File: src/hw/rtl/best_fit_extent_allocator_top_assert.svh
// assertion macros for the extent allocator
`ifndef BEST_FIT_EXTENT_ALLOCATOR_TOP_ASSERT_SVH
`define BEST_FIT_EXTENT_ALLOCATOR_TOP_ASSERT_SVH

// antecedent implies consequent in the same cycle
`define BFEA_ASSERT_NOW(lbl, clk, rst_n, ante, cons) \
    lbl: assert property (@(posedge clk) disable iff (!(rst_n)) (ante) |-> (cons)) \
        else $error("assertion failed");

// antecedent implies consequent in the next cycle
`define BFEA_ASSERT_NEXT(lbl, clk, rst_n, ante, cons) \
    lbl: assert property (@(posedge clk) disable iff (!(rst_n)) (ante) |=> (cons)) \
        else $error("assertion failed");

`endif

File: src/hw/rtl/bfea_pkg.sv
`timescale 1ns / 1ps
`default_nettype none
package bfea_pkg;

    localparam int PAGE_BITS        = 32;
    localparam int FREE_ENTRIES_DEF = 64;
    localparam logic [31:0] CAP_RESET  = 32'd262144;
    localparam logic [4:0]  STEP_RESET = 5'd8;

    typedef logic [PAGE_BITS-1:0] t_page;

    // configuration register indexes
    typedef enum logic {
        CFG_CAPACITY = 1'b0,
        CFG_STEP     = 1'b1
    } t_cfg_idx;

    // request kinds
    typedef enum logic {
        REQ_ALLOC = 1'b0,
        REQ_FREE  = 1'b1
    } t_req;

    typedef enum logic [2:0] {
        ST_OK   = 3'd0,
        ST_CAP  = 3'd1,
        ST_FULL = 3'd2,
        ST_ZERO = 3'd3,
        ST_DUP  = 3'd4
    } t_status;

    typedef enum logic [2:0] {
        S_IDLE,
        S_SCAN,
        S_WAIT,
        S_DECIDE,
        S_GROW1,
        S_GROW2,
        S_GROW3
    } t_state;

    // candidate flags gathered by the table scan
    typedef struct packed {
        logic best_f;
        logic large_f;
        logic last_f;
        logic prev_f;
        logic next_f;
        logic empty_f;
        logic dup;
    } t_scan_flags;

    // one free extent
    typedef struct packed {
        t_page start;
        t_page len;
    } t_ext;

endpackage
`default_nettype wire

File: src/hw/rtl/bfea_scan.sv
`timescale 1ns / 1ps
`default_nettype none
module bfea_scan #(
    parameter int IW = 6
) (
    input  wire logic            i_clk,
    input  wire logic            i_clear,
    input  wire logic            i_en,
    input  wire logic            i_vld,
    input  wire logic [IW-1:0]   i_idx,
    input  wire bfea_pkg::t_ext  i_ext,
    input  wire bfea_pkg::t_page i_req,
    input  wire bfea_pkg::t_page i_off,
    output bfea_pkg::t_scan_flags o_flags,
    output logic [IW-1:0]        o_best_idx,
    output logic [IW-1:0]        o_large_idx,
    output logic [IW-1:0]        o_last_idx,
    output logic [IW-1:0]        o_prev_idx,
    output logic [IW-1:0]        o_next_idx,
    output logic [IW-1:0]        o_empty_idx,
    output bfea_pkg::t_ext       o_best,
    output bfea_pkg::t_ext       o_large,
    output bfea_pkg::t_ext       o_last,
    output bfea_pkg::t_ext       o_prev,
    output bfea_pkg::t_ext       o_next
);
    import bfea_pkg::*;

    t_scan_flags r_f;
    logic [IW-1:0] r_bi, r_li, r_ti, r_pi, r_ni, r_ei;
    t_ext r_b, r_l, r_t, r_p, r_n;

    logic take_best, take_large, take_last, take_prev, take_next, is_dup;

    // compare bank applied to one entry per cycle
    always_comb begin
        take_best  = (i_ext.len >= i_req) &&
                     (!r_f.best_f || i_ext.len < r_b.len ||
                      (i_ext.len == r_b.len && i_ext.start < r_b.start));
        take_large = !r_f.large_f || i_ext.len > r_l.len ||
                     (i_ext.len == r_l.len && i_ext.start > r_l.start);
        take_last  = !r_f.last_f || i_ext.start > r_t.start;
        is_dup     = i_ext.start == i_off;
        take_prev  = (i_ext.start < i_off) && (!r_f.prev_f || i_ext.start > r_p.start);
        take_next  = (i_ext.start > i_off) && (!r_f.next_f || i_ext.start < r_n.start);
    end

    // running candidates
    always_ff @(posedge i_clk) begin
        if (i_clear) begin
            r_f <= '0;
        end else if (i_en) begin
            if (i_vld) begin
                if (take_best) begin
                    r_f.best_f <= 1'b1;
                    r_bi       <= i_idx;
                    r_b        <= i_ext;
                end
                if (take_large) begin
                    r_f.large_f <= 1'b1;
                    r_li        <= i_idx;
                    r_l         <= i_ext;
                end
                if (take_last) begin
                    r_f.last_f <= 1'b1;
                    r_ti       <= i_idx;
                    r_t        <= i_ext;
                end
                if (is_dup) begin
                    r_f.dup <= 1'b1;
                end
                if (take_prev) begin
                    r_f.prev_f <= 1'b1;
                    r_pi       <= i_idx;
                    r_p        <= i_ext;
                end
                if (take_next) begin
                    r_f.next_f <= 1'b1;
                    r_ni       <= i_idx;
                    r_n        <= i_ext;
                end
            end else if (!r_f.empty_f) begin
                r_f.empty_f <= 1'b1;
                r_ei        <= i_idx;
            end
        end
    end

    assign o_flags     = r_f;
    assign o_best_idx  = r_bi;
    assign o_large_idx = r_li;
    assign o_last_idx  = r_ti;
    assign o_prev_idx  = r_pi;
    assign o_next_idx  = r_ni;
    assign o_empty_idx = r_ei;
    assign o_best      = r_b;
    assign o_large     = r_l;
    assign o_last      = r_t;
    assign o_prev      = r_p;
    assign o_next      = r_n;
endmodule
`default_nettype wire

File: config.mk
export PLATFORM = sky130hd
export DESIGN_NAME = bfea_scan
export DESIGN_NICKNAME = d
export VERILOG_FILES = /design/src/hw/rtl/best_fit_extent_allocator_top_assert.svh /design/src/hw/rtl/bfea_pkg.sv /design/src/hw/rtl/bfea_scan.sv
export SDC_FILE = /design/constraint.sdc
export NUM_CORES = 1
export LEC_CHECK = 0
export CORE_ASPECT_RATIO = 1.25
export CORE_MARGIN = 10
export CORE_UTILIZATION = 33
export CTS_BUF_LIST = sky130_fd_sc_hd__clkbuf_2
export CTS_CLUSTER_SIZE = 25
export DETAILED_ROUTE_END_ITERATION = 10
export DONT_BUFFER_PORTS = 1
export GPL_TIMING_DRIVEN = 0
export PLACE_DENSITY = 0.48
export SYNTH_ARGS = -nofsm -noshare
export SYNTH_HDL_FRONTEND = slang
export SYNTH_SLANG_ARGS = --single-unit
File: constraint.sdc
create_clock -name i_clk -period 8.1 [get_ports i_clk]
set_input_delay 0.81 -clock i_clk [delete_from_list [all_inputs] [get_ports i_clk]]
set_output_delay 0.81 -clock i_clk [all_outputs]
set_load 0.01 [all_outputs]
==> results of run 1 <==
through the flow:
step / setup slack, ps / hold WS [ps] / total power (uW)
floorplan: 5.103 / 504.7 / 2411
detailed placement: 3432 / 584.7 / 2527
CTS: 3663 / 5.075 / 3865
finish: 3815 / 248.2 / 3791
global placement: -4562 / 557.7 / 2515
global route: 3607 / 163.3 / 4004
sequential cells by signal, summed over array words and instances (netlist names):
register,flops
o_large,64
o_prev_idx,6
o_best_idx,6
o_prev,64
o_best,64
o_flags,7
o_large_idx,6
o_last,64
o_next,64
o_next_idx,6
o_empty_idx,6
o_last_idx,6
metal layers:
layer	vias up	part of all wire	routed length (um)	GRT usage
li1	5488	-	-	-
met1	5825	0.35	23030	0.2007
met2	455	0.51	33350	0.3470
met3	77	0.11	7193	0.09389
met4	0	0.026	1691	0.07312
met5	-	0	0	0
final cells by class:
| type | instances | share of cell area |
|---|---|---|
| multi-input cells | 726 | 0.2985 |
| well taps | 735 | 0.04386 |
| diodes | 2 | 0.0002387 |
| inverters | 291 | 0.05209 |
| flip-flops and latches | 363 | 0.5165 |
| clock buffers | 132 | 0.03151 |
| repair buffers | 90 | 0.05000 |
| clock inverters | 29 | 0.007101 |
| plain buffers | 1 | 0.0001790 |
worst min-delay path by stage:
stage	startpoint	endpoint	slack [ps]	cells past startpoint
after global placement	o_flags[0]$_SDFFE_PP0P_	o_flags[0]$_SDFFE_PP0P_	560	2
final	i_clear	o_flags[5]$_SDFFE_PP0P_	250	2
after detailed placement	o_flags[0]$_SDFFE_PP0P_	o_flags[0]$_SDFFE_PP0P_	580	2
after floorplan	o_flags[0]$_SDFFE_PP0P_	o_flags[0]$_SDFFE_PP0P_	500	2
after CTS	i_clear	o_flags[5]$_SDFFE_PP0P_	5	2
after global routing	i_clear	o_flags[1]$_SDFFE_PP0P_	160	2
logic make-up after synthesis:
group,count (synthesis)
DFF,363
buffers and inverters,292
and+or+nand+nor,207
AOI/OAI and AO/OA,233
adders and majority gates,286
cells in the mapped netlist:
master                      number
sky130_fd_sc_hd__a21oi_1        76
sky130_fd_sc_hd__and4b_1         1
sky130_fd_sc_hd__o31a_1          4
sky130_fd_sc_hd__a22oi_2         1
sky130_fd_sc_hd__nand2b_1        3
sky130_fd_sc_hd__a21o_1         59
sky130_fd_sc_hd__a31oi_1         3
sky130_fd_sc_hd__a221oi_1        4
sky130_fd_sc_hd__nor3_1         15
sky130_fd_sc_hd__a211oi_1       12
sky130_fd_sc_hd__clkbuf_1        1
sky130_fd_sc_hd__nor3b_1         1
sky130_fd_sc_hd__and4_1          8
sky130_fd_sc_hd__inv_1         291
sky130_fd_sc_hd__o211ai_1        8
sky130_fd_sc_hd__ha_1          286
sky130_fd_sc_hd__edfxtp_1      356
sky130_fd_sc_hd__dfxtp_1         7
sky130_fd_sc_hd__a41oi_1         1
sky130_fd_sc_hd__nor2b_1        18
sky130_fd_sc_hd__nor4_1          7
sky130_fd_sc_hd__or3_1           2
sky130_fd_sc_hd__o311a_1         1
sky130_fd_sc_hd__o31ai_1         4
sky130_fd_sc_hd__or4_1           1
sky130_fd_sc_hd__a221o_1         3
sky130_fd_sc_hd__nor2_1         38
sky130_fd_sc_hd__a21boi_0        2
sky130_fd_sc_hd__o21a_1          6
sky130_fd_sc_hd__nand2b_4        1
sky130_fd_sc_hd__o21bai_1        1
sky130_fd_sc_hd__o2111ai_1       4
sky130_fd_sc_hd__o21ai_0        34
sky130_fd_sc_hd__o221ai_1        1
sky130_fd_sc_hd__nand3_1        15
sky130_fd_sc_hd__nand4_1        53
sky130_fd_sc_hd__nand2_1        40
sky130_fd_sc_hd__a2111oi_0       3
sky130_fd_sc_hd__or2_2           1
sky130_fd_sc_hd__o211a_1         2
sky130_fd_sc_hd__a211o_1         2
sky130_fd_sc_hd__a2111oi_2       2
sky130_fd_sc_hd__nor4b_1         3
placed cells by master (no fill, tap or decap), drive strengths merged, types with 4 or more instances in the layout:
cell / count
o21a: 6
nor2b: 18
ha: 286
a21o: 59
nand3: 15
o31a: 4
nor3: 15
nand2: 40
dfxtp: 7
nand4: 53
o2111ai: 4
a211oi: 12
edfxtp: 356
o31ai: 4
dlygate4sd3: 73
buf: 17
nor2: 38
nor4: 7
clkbuf: 133
o211ai: 8
and4: 8
a21oi: 76
clkinv: 26
o21ai: 34
inv: 293
a2111oi: 5
nand2b: 4
a221oi: 4
critical path, delay by kind of cell, from the launching register on:
| family | cells | cell delay [ps] |
|---|---|---|
| buf+inv | 2 | 390 |
| compound gates | 7 | 2780 |
| flops | 1 | 460 |
| fa+ha+maj | 1 | 240 |
power by group through the flow:
stage	registers (uW)	clock network [uW]	logic [uW]
6_report	2190	1250	356
5_1_grt	2190	1400	408
4_1_cts	2190	1320	361
3_5_place_dp	2230	0	296
3_3_place_gp	2240	0	271
2_1_floorplan	2210	0	203
timing repair:
action	CTS	global route
hold endpoints to repair	364	0
hold buffers	73	0
endpoints found under the setup margin	0	0
==> impl_metrics.sql, run 1 <==
INSERT INTO impl_metrics (metric_group, metric, value, unit) VALUES
('synthesis', 'post_synthesis_adder_cell_area_fraction', '0.1973', ''),
('clock_network', 'tritoncts', 'yes', ''),
('synthesis', 'ys_warn_count', '0', ''),
('synthesis', 'mappedNetlistNets', '1805', ''),
('detailed_routing', 'vias', '11850', ''),
('sta', 'timing.max_slew.rel_slack', '0.3730', ''),
('synthesis', 'synth_cell_types', '43', ''),
('global_route', 'grt_start_max_net_pins', '39', ''),
('clock_network', 'cts_made_buffers', '92', ''),
('placed_design', 'dpl.hpwl', '47.07', 'mm'),
('critical_path', 'worstSetupPathType', 'register to register', ''),
('synthesis', 'synth.avg_cell_area', '13.13', 'um^2'),
('pwr', 'power.net_switching', '1073', 'uW'),
('synthesis', 'synth_largest_area_cell', 'sky130_fd_sc_hd__edfxtp_1', ''),
('synthesis', 'synth-simple-area-share', '0.06084', ''),
('synthesis', 'yosys.area.top_type_share', '0.5894', ''),
('cells_and_area', 'design_area', '20970', 'um^2'),
('global_route', 'grt_usage', '0.1973', ''),
('hold_path', 'worst_hold_path_type', 'input port to register', ''),
('sta', 'tns', '0', 'ps'),
('sta', 'report.final.setup_viol', '0', ''),
('pwr', 'gate_power_share', '0.094', ''),
('clock_network', 'clk_pin_slew', '110', 'ps'),
('cells_and_area', 'area.growth.synth_to_final', '15.61', '%'),
('critical_path', 'worstSetupEndpoint', 'o_next[27]$_DFFE_PP_', ''),
('synthesis', 'synthesis.area', '18140', 'um^2'),
('pwr', 'power.share.clock', '0.330', ''),
('floorplanning', 'fp.dieArea', '64800', 'um^2'),
('detailed_routing', 'drtIter0Drc', '626', ''),
('sta', 'finClkSkew', '116.9', 'ps'),
('critical_path', 'reg2regPathDepth', '10', ''),
('sta', 'timing.final.crit_share', '0.5290', ''),
('pwr', 'power.sequential.fraction', '0.576', ''),
('placed_design', 'port-buffer-count', '0', ''),
('cells_and_area', 'seq_area', '10830', 'um^2'),
('placed_design', 'dpl_cell_area', '19420', 'um^2'),
('floorplanning', 'floorplan.initialDensity', '0.3319', ''),
('pwr', 'p_int', '2718', 'uW'),
('global_route', 'grt_overflow', '0', ''),
('pwr', 'power.share.switching', '0.2830', ''),
('synthesis', 'yosysSeqAreaShare', '0.5971', ''),
('sta', 'grt_setup_unrepaired', 'no', ''),
('critical_path', 'endpoint_kind', 'register', ''),
('synthesis', 'yosys-mux-area-fraction', '0', ''),
('cells_and_area', 'fill_cells', '5299', ''),
('critical_path', 'critical_path.startpoint_type', 'register', ''),
('floorplanning', 'row_count', '96', ''),
('synthesis', 'main_combinational_cell_family_by_area_after_synthesis', 'adder cells', ''),
('pwr', 'ir_worst_vdd', '0.0001128', 'V'),
('sta', 'period_minus_slack', '4285', 'ps'),
('floorplanning', 'floorplan.die.height', '282.1', 'um'),
('placed_design', 'place_congestion', '0.8114', ''),
('critical_path', 'crit-reg2reg-capture', 'o_next[27]$_DFFE_PP_', ''),
('pwr', 'static-leakage-power', '0.009182', 'uW'),
('detailed_routing', 'route.detailed.drc', '0', ''),
('clock_network', 'post_cts_setup_bufs', '0', ''),
('detailed_routing', 'totalWireLength', '65.26', 'mm'),
('outcome', 'status', 'complete, no violations', ''),
('floorplanning', 'top_level_ports', '501', ''),
('clock_network', 'ctsHtreeMaxLevel', '3', ''),
('critical_path', 'worst_path_largest_cell_delay', '620', 'ps'),
('cells_and_area', 'multiInputGateArea', '6260', 'um^2'),
('detailed_routing', 'post_drt_via_cell_ratio', '5.000', ''),
('synthesis', 'synth_area_leaders', 'sky130_fd_sc_hd__edfxtp_1 59%, sky130_fd_sc_hd__ha_1 20%, sky130_fd_sc_hd__inv_1 6.0%', ''),
('sta', 'worst_pin_slew', '931.9', 'ps'),
('clock_network', 'cts_max_path_buffers', '3', ''),
('synthesis', 'ys_seq_elements', '363', ''),
('synthesis', 'synth_compound_area_frac', '0.08430', ''),
('critical_path', 'series_of_cell_instances_along_the_critical_path', 'inv_1 > ha_1 > a21o_1 > a211o_1 > a2111oi_2 > o31ai_1 > a221o_1 > a211oi_1 > o211a_4 > buf_12', ''),
('critical_path', 'cp_data_arrival_time', '5000', 'ps'),
('floorplanning', 'floorplan.die.width', '229.7', 'um');
Note: power is estimated with default switching activity, not from simulation.
==> run 2, diff against run 1 <==
- ABC_AREA: default -> 1
- clock period: 8.1 -> 3.6 ns (I/O delays scaled with it)
==> run 2 against run 1 <==
Register-to-register slack got worse by 3600 ps. Flip-flop and latch count unchanged. Total power rose by 140%. Critical path type is now input port to register. Critical endpoint is now o_flags[0]$_SDFFE_PP0P_. Largest cell class unchanged. Highest routed layer is now met5.
==> impl_metrics.sql, run 2 <==
INSERT INTO impl_metrics (metric_group, metric, value, unit) VALUES
('outcome', 'status', 'complete, no violations', ''),
('floorplanning', 'floorplan.initialDensity', '0.3351', ''),
('synthesis', 'synthesis.area', '18470', 'um^2'),
('critical_path', 'worst_ep_required_time', '4550', 'ps'),
('clock_network', 'clockRootBuffer', 'sky130_fd_sc_hd__clkbuf_2', ''),
('cells_and_area', 'area.growth.synth_to_final', '19.93', '%'),
('floorplanning', 'floorplan.die.width', '231.6', 'um'),
('cells_and_area', 'layout-drive-gt1-share', '0.1009', ''),
('sta', 'timing.max_slew.rel_slack', '0.3730', ''),
('detailed_routing', 'post_drt_via_cell_ratio', '4.759', ''),
('flow_run', 'cap_violations', '0', ''),
('detailed_routing', 'dr.pass1.iters', '4', ''),
('critical_path', 'endpoint_kind', 'register', ''),
('clock_network', 'cts_max_path_buffers', '3', ''),
('sta', 'grt_setup_unrepaired', 'no', ''),
('detailed_routing', 'totalWireLength', '67.42', 'mm'),
('critical_path', 'critical_path.startpoint_type', 'input port', ''),
('sta', 'finClkSkew', '91.74', 'ps'),
('synthesis', 'ys_top_cells_by_count', '356 x sky130_fd_sc_hd__edfxtp_1, 333 x sky130_fd_sc_hd__inv_1, 286 x sky130_fd_sc_hd__ha_1, 248 x sky130_fd_sc_hd__nand2_1, 141 x sky130_fd_sc_hd__a21oi_1', ''),
('global_route', 'grt_antenna_before_repair', '3', ''),
('cells_and_area', 'finalNonFillerCells', '2671', ''),
('floorplanning', 'top_level_ports', '501', ''),
('floorplanning', 'core_area', '55130', 'um^2'),
('critical_path', 'crit_path_max_fanout', '6', ''),
('synthesis', 'yosysSeqAreaShare', '0.5863', ''),
('synthesis', 'ys_warn_count', '0', ''),
('pwr', 'power-per-cell-area', '404.7', 'nW/um^2'),
('detailed_routing', 'route.detailed.drc', '0', ''),
('global_route', 'grt_overflow', '0', ''),
('clock_network', 'tritoncts_num_sinks', '363', ''),
('floorplanning', 'fp.dieArea', '65900', 'um^2'),
('placed_design', 'port-buffer-count', '0', ''),
('cells_and_area', 'most_frequent_standard_cell_in_the_layout_excluding_fill_and_tap_cells', 'sky130_fd_sc_hd__edfxtp_1', ''),
('sta', 'timing.final.crit_share', '0.9914', ''),
('critical_path', 'cp_data_arrival_time', '4520', 'ps'),
('sta', 'timing_max_transition_violations_final', '0', ''),
('placed_design', 'numPlacedInstances', '2346', ''),
('synthesis', 'asyncSetResetFlopFracSynth', '0', ''),
('detailed_routing', 'antenna_violating_nets_post_route', '0', ''),
('sta', 'period_minus_slack', '3569', 'ps'),
('synthesis', 'mappedNetlistNets', '2022', ''),
('detailed_routing', 'drtIter0Drc', '558', ''),
('sta', 'max_freq', '280.2', 'MHz'),
('clock_network', 'ctsHtreeMaxLevel', '3', ''),
('global_route', 'grt_usage', '0.2016', ''),
('detailed_routing', 'drt-wirelength-per-cell', '25.24', 'um'),
('synthesis', 'ys_seq_elements', '363', ''),
('clock_network', 'cts_made_buffers', '99', ''),
('clock_network', 'clk_pin_slew', '110', 'ps'),
('critical_path', 'worstSetupPathType', 'input port to register', ''),
('cells_and_area', 'finish.net_count', '2281', ''),
('synthesis', 'most_instantiated_flip_flop_cell_in_the_synthesis_netlist', 'sky130_fd_sc_hd__edfxtp_1', ''),
('pwr', 'static-leakage-power', '0.009911', 'uW'),
('clock_network', 'tritoncts', 'yes', ''),
('clock_network', 'clk_latency', '1090', 'ps'),
('synthesis', 'synth_largest_area_cell', 'sky130_fd_sc_hd__edfxtp_1', ''),
('synthesis', 'synth.avg_cell_area', '11.56', 'um^2'),
('synthesis', 'yosys.area.top_type_share', '0.5787', ''),
('placed_design', 'dpl.hpwl', '48.54', 'mm'),
('sta', 'worst_pin_slew', '935.4', 'ps'),
('pwr', 'ir_worst_vdd', '0.0002601', 'V'),
('synthesis', 'synth_cell_types', '29', ''),
('placed_design', 'place_congestion', '0.8215', ''),
('sta', 'report.final.setup_viol', '0', ''),
('synthesis', 'postSynthCellCount', '1598', ''),
('hold_path', 'worst_hold_path_type', 'input port to register', ''),
('sta', 'hold_viol', '0', ''),
('cells_and_area', 'top_library_cells_by_usage_in_the_layout_fill_and_taps_aside', '356 x sky130_fd_sc_hd__edfxtp_1, 332 x sky130_fd_sc_hd__inv_1, 286 x sky130_fd_sc_hd__ha_1', ''),
('pwr', 'totalPowerFinal', '8966', 'uW'),
('global_route', 'grt_start_max_net_pins', '45', ''),
('synthesis', 'synth.most_common_cell', 'sky130_fd_sc_hd__edfxtp_1', ''),
('cells_and_area', 'fill_cells', '5294', ''),
('synthesis', 'synth_edf_count', '356', ''),
('floorplanning', 'floorplan.die.height', '284.5', 'um'),
('sta', 'tns', '0', 'ps'),
('detailed_routing', 'vias', '12710', ''),
('global_route', 'grt_pass1_vias', '13500', ''),
('synthesis', 'synth_area_leaders', 'sky130_fd_sc_hd__edfxtp_1 58%, sky130_fd_sc_hd__ha_1 19%, sky130_fd_sc_hd__inv_1 6.8%', ''),
('global_route', 'grt_pass1_wl', '95.70', 'mm'),
('floorplanning', 'row_count', '96', '');
==> run 2: logic make-up after synthesis <==
family,count (synthesis),synth area share
compound gates,205,0.05926
fa+ha+maj,286,0.1937
buf+inv,350,0.07132
flops,363,0.5863
simple gates,394,0.08947
==> run 2: per-layer routing <==
| layer | part of all wire | vias up | track usage |
|---|---|---|---|
| li1 | - | 6050 | - |
| met1 | 0.35 | 6079 | 0.2002 |
| met2 | 0.51 | 481 | 0.3569 |
| met3 | 0.11 | 97 | 0.09728 |
| met4 | 0.027 | 4 | 0.07378 |
| met5 | 0.00047 | - | 0 |
==> run 2: worst paths after layout <==
kind / endpoint / depth (start not counted) / startpoint / slack, ps
max reg2reg: o_best[55]$_DFFE_PP_ / 15 / o_best[31]$_DFFE_PP_ / 230
min: o_last[49]$_DFFE_PP_ / 1 / i_ext[49] / 180
max: o_flags[0]$_SDFFE_PP0P_ / 12 / i_ext[39] / 30
min reg2reg: o_flags[0]$_SDFFE_PP0P_ / 2 / o_flags[0]$_SDFFE_PP0P_ / 560
==> run 2: power by group <==
part	internal (uW)	leakage, uW	total [uW]	switching (uW)
combinational	381	0.00592	930	549
sequential	4770	0.00330	4920	144
clock	1250	0.000686	3120	1870
total	6400	0.00991	8970	2560
==> run 2: final cells by class <==
| cell class | instances | area [um^2] | area share |
|---|---|---|---|
| Tap cell | 735 | 919.6 | 0.04151 |
| Sequential cell | 363 | 10830 | 0.4888 |
| Antenna cell | 4 | 10.01 | 0.0004518 |
| Clock buffer | 133 | 665.6 | 0.03004 |
| Buffer | 1 | 7.507 | 0.0003388 |
| Multi-Input combinational cell | 885 | 6386 | 0.2882 |
| Inverter | 349 | 1313 | 0.05924 |
| Timing Repair Buffer | 158 | 1749 | 0.07895 |
| Clock inverter | 43 | 274.0 | 0.01237 |
==> run 2: critical path, stage by stage <==
cell	delay, ps
sky130_fd_sc_hd__dlygate4sd3_1	550
sky130_fd_sc_hd__dlygate4sd3_1	700
sky130_fd_sc_hd__ha_1	360
sky130_fd_sc_hd__nand2_1	70
sky130_fd_sc_hd__nor2_1	170
sky130_fd_sc_hd__nand4_1	130
sky130_fd_sc_hd__dlygate4sd3_1	600
sky130_fd_sc_hd__nor2_1	220
sky130_fd_sc_hd__dlygate4sd3_1	610
sky130_fd_sc_hd__nand3_1	70
sky130_fd_sc_hd__dlygate4sd3_1	560
sky130_fd_sc_hd__a21oi_1	110
==> run 2: repair_timing <==
item | CTS | global route
gates cloned | 0 | 0
endpoints found under the setup margin | 63 | 8
hold buffers | 142 | 0
hold endpoints to repair | 465 | 0
pin swaps | 1 | 1
gates resized for setup | 1 | 1
buffers inserted | 1 | 2
==> run 2: stage by stage <==
step | util | worst slack [ps] | instance area (um^2) | hold slack [ps]
finish | 0.4018 | 30.94 | 22160 | 181.7
global route | 0.4018 | 20.44 | 22150 | 53.22
CTS | 0.4013 | 54.83 | 22130 | 1.918
detailed placement | 0.3582 | -514.1 | 19750 | 459.3
global placement | 0.3525 | -1754 | 19430 | 459.3
floorplan | - | 335.1 | 18520 | 458.9
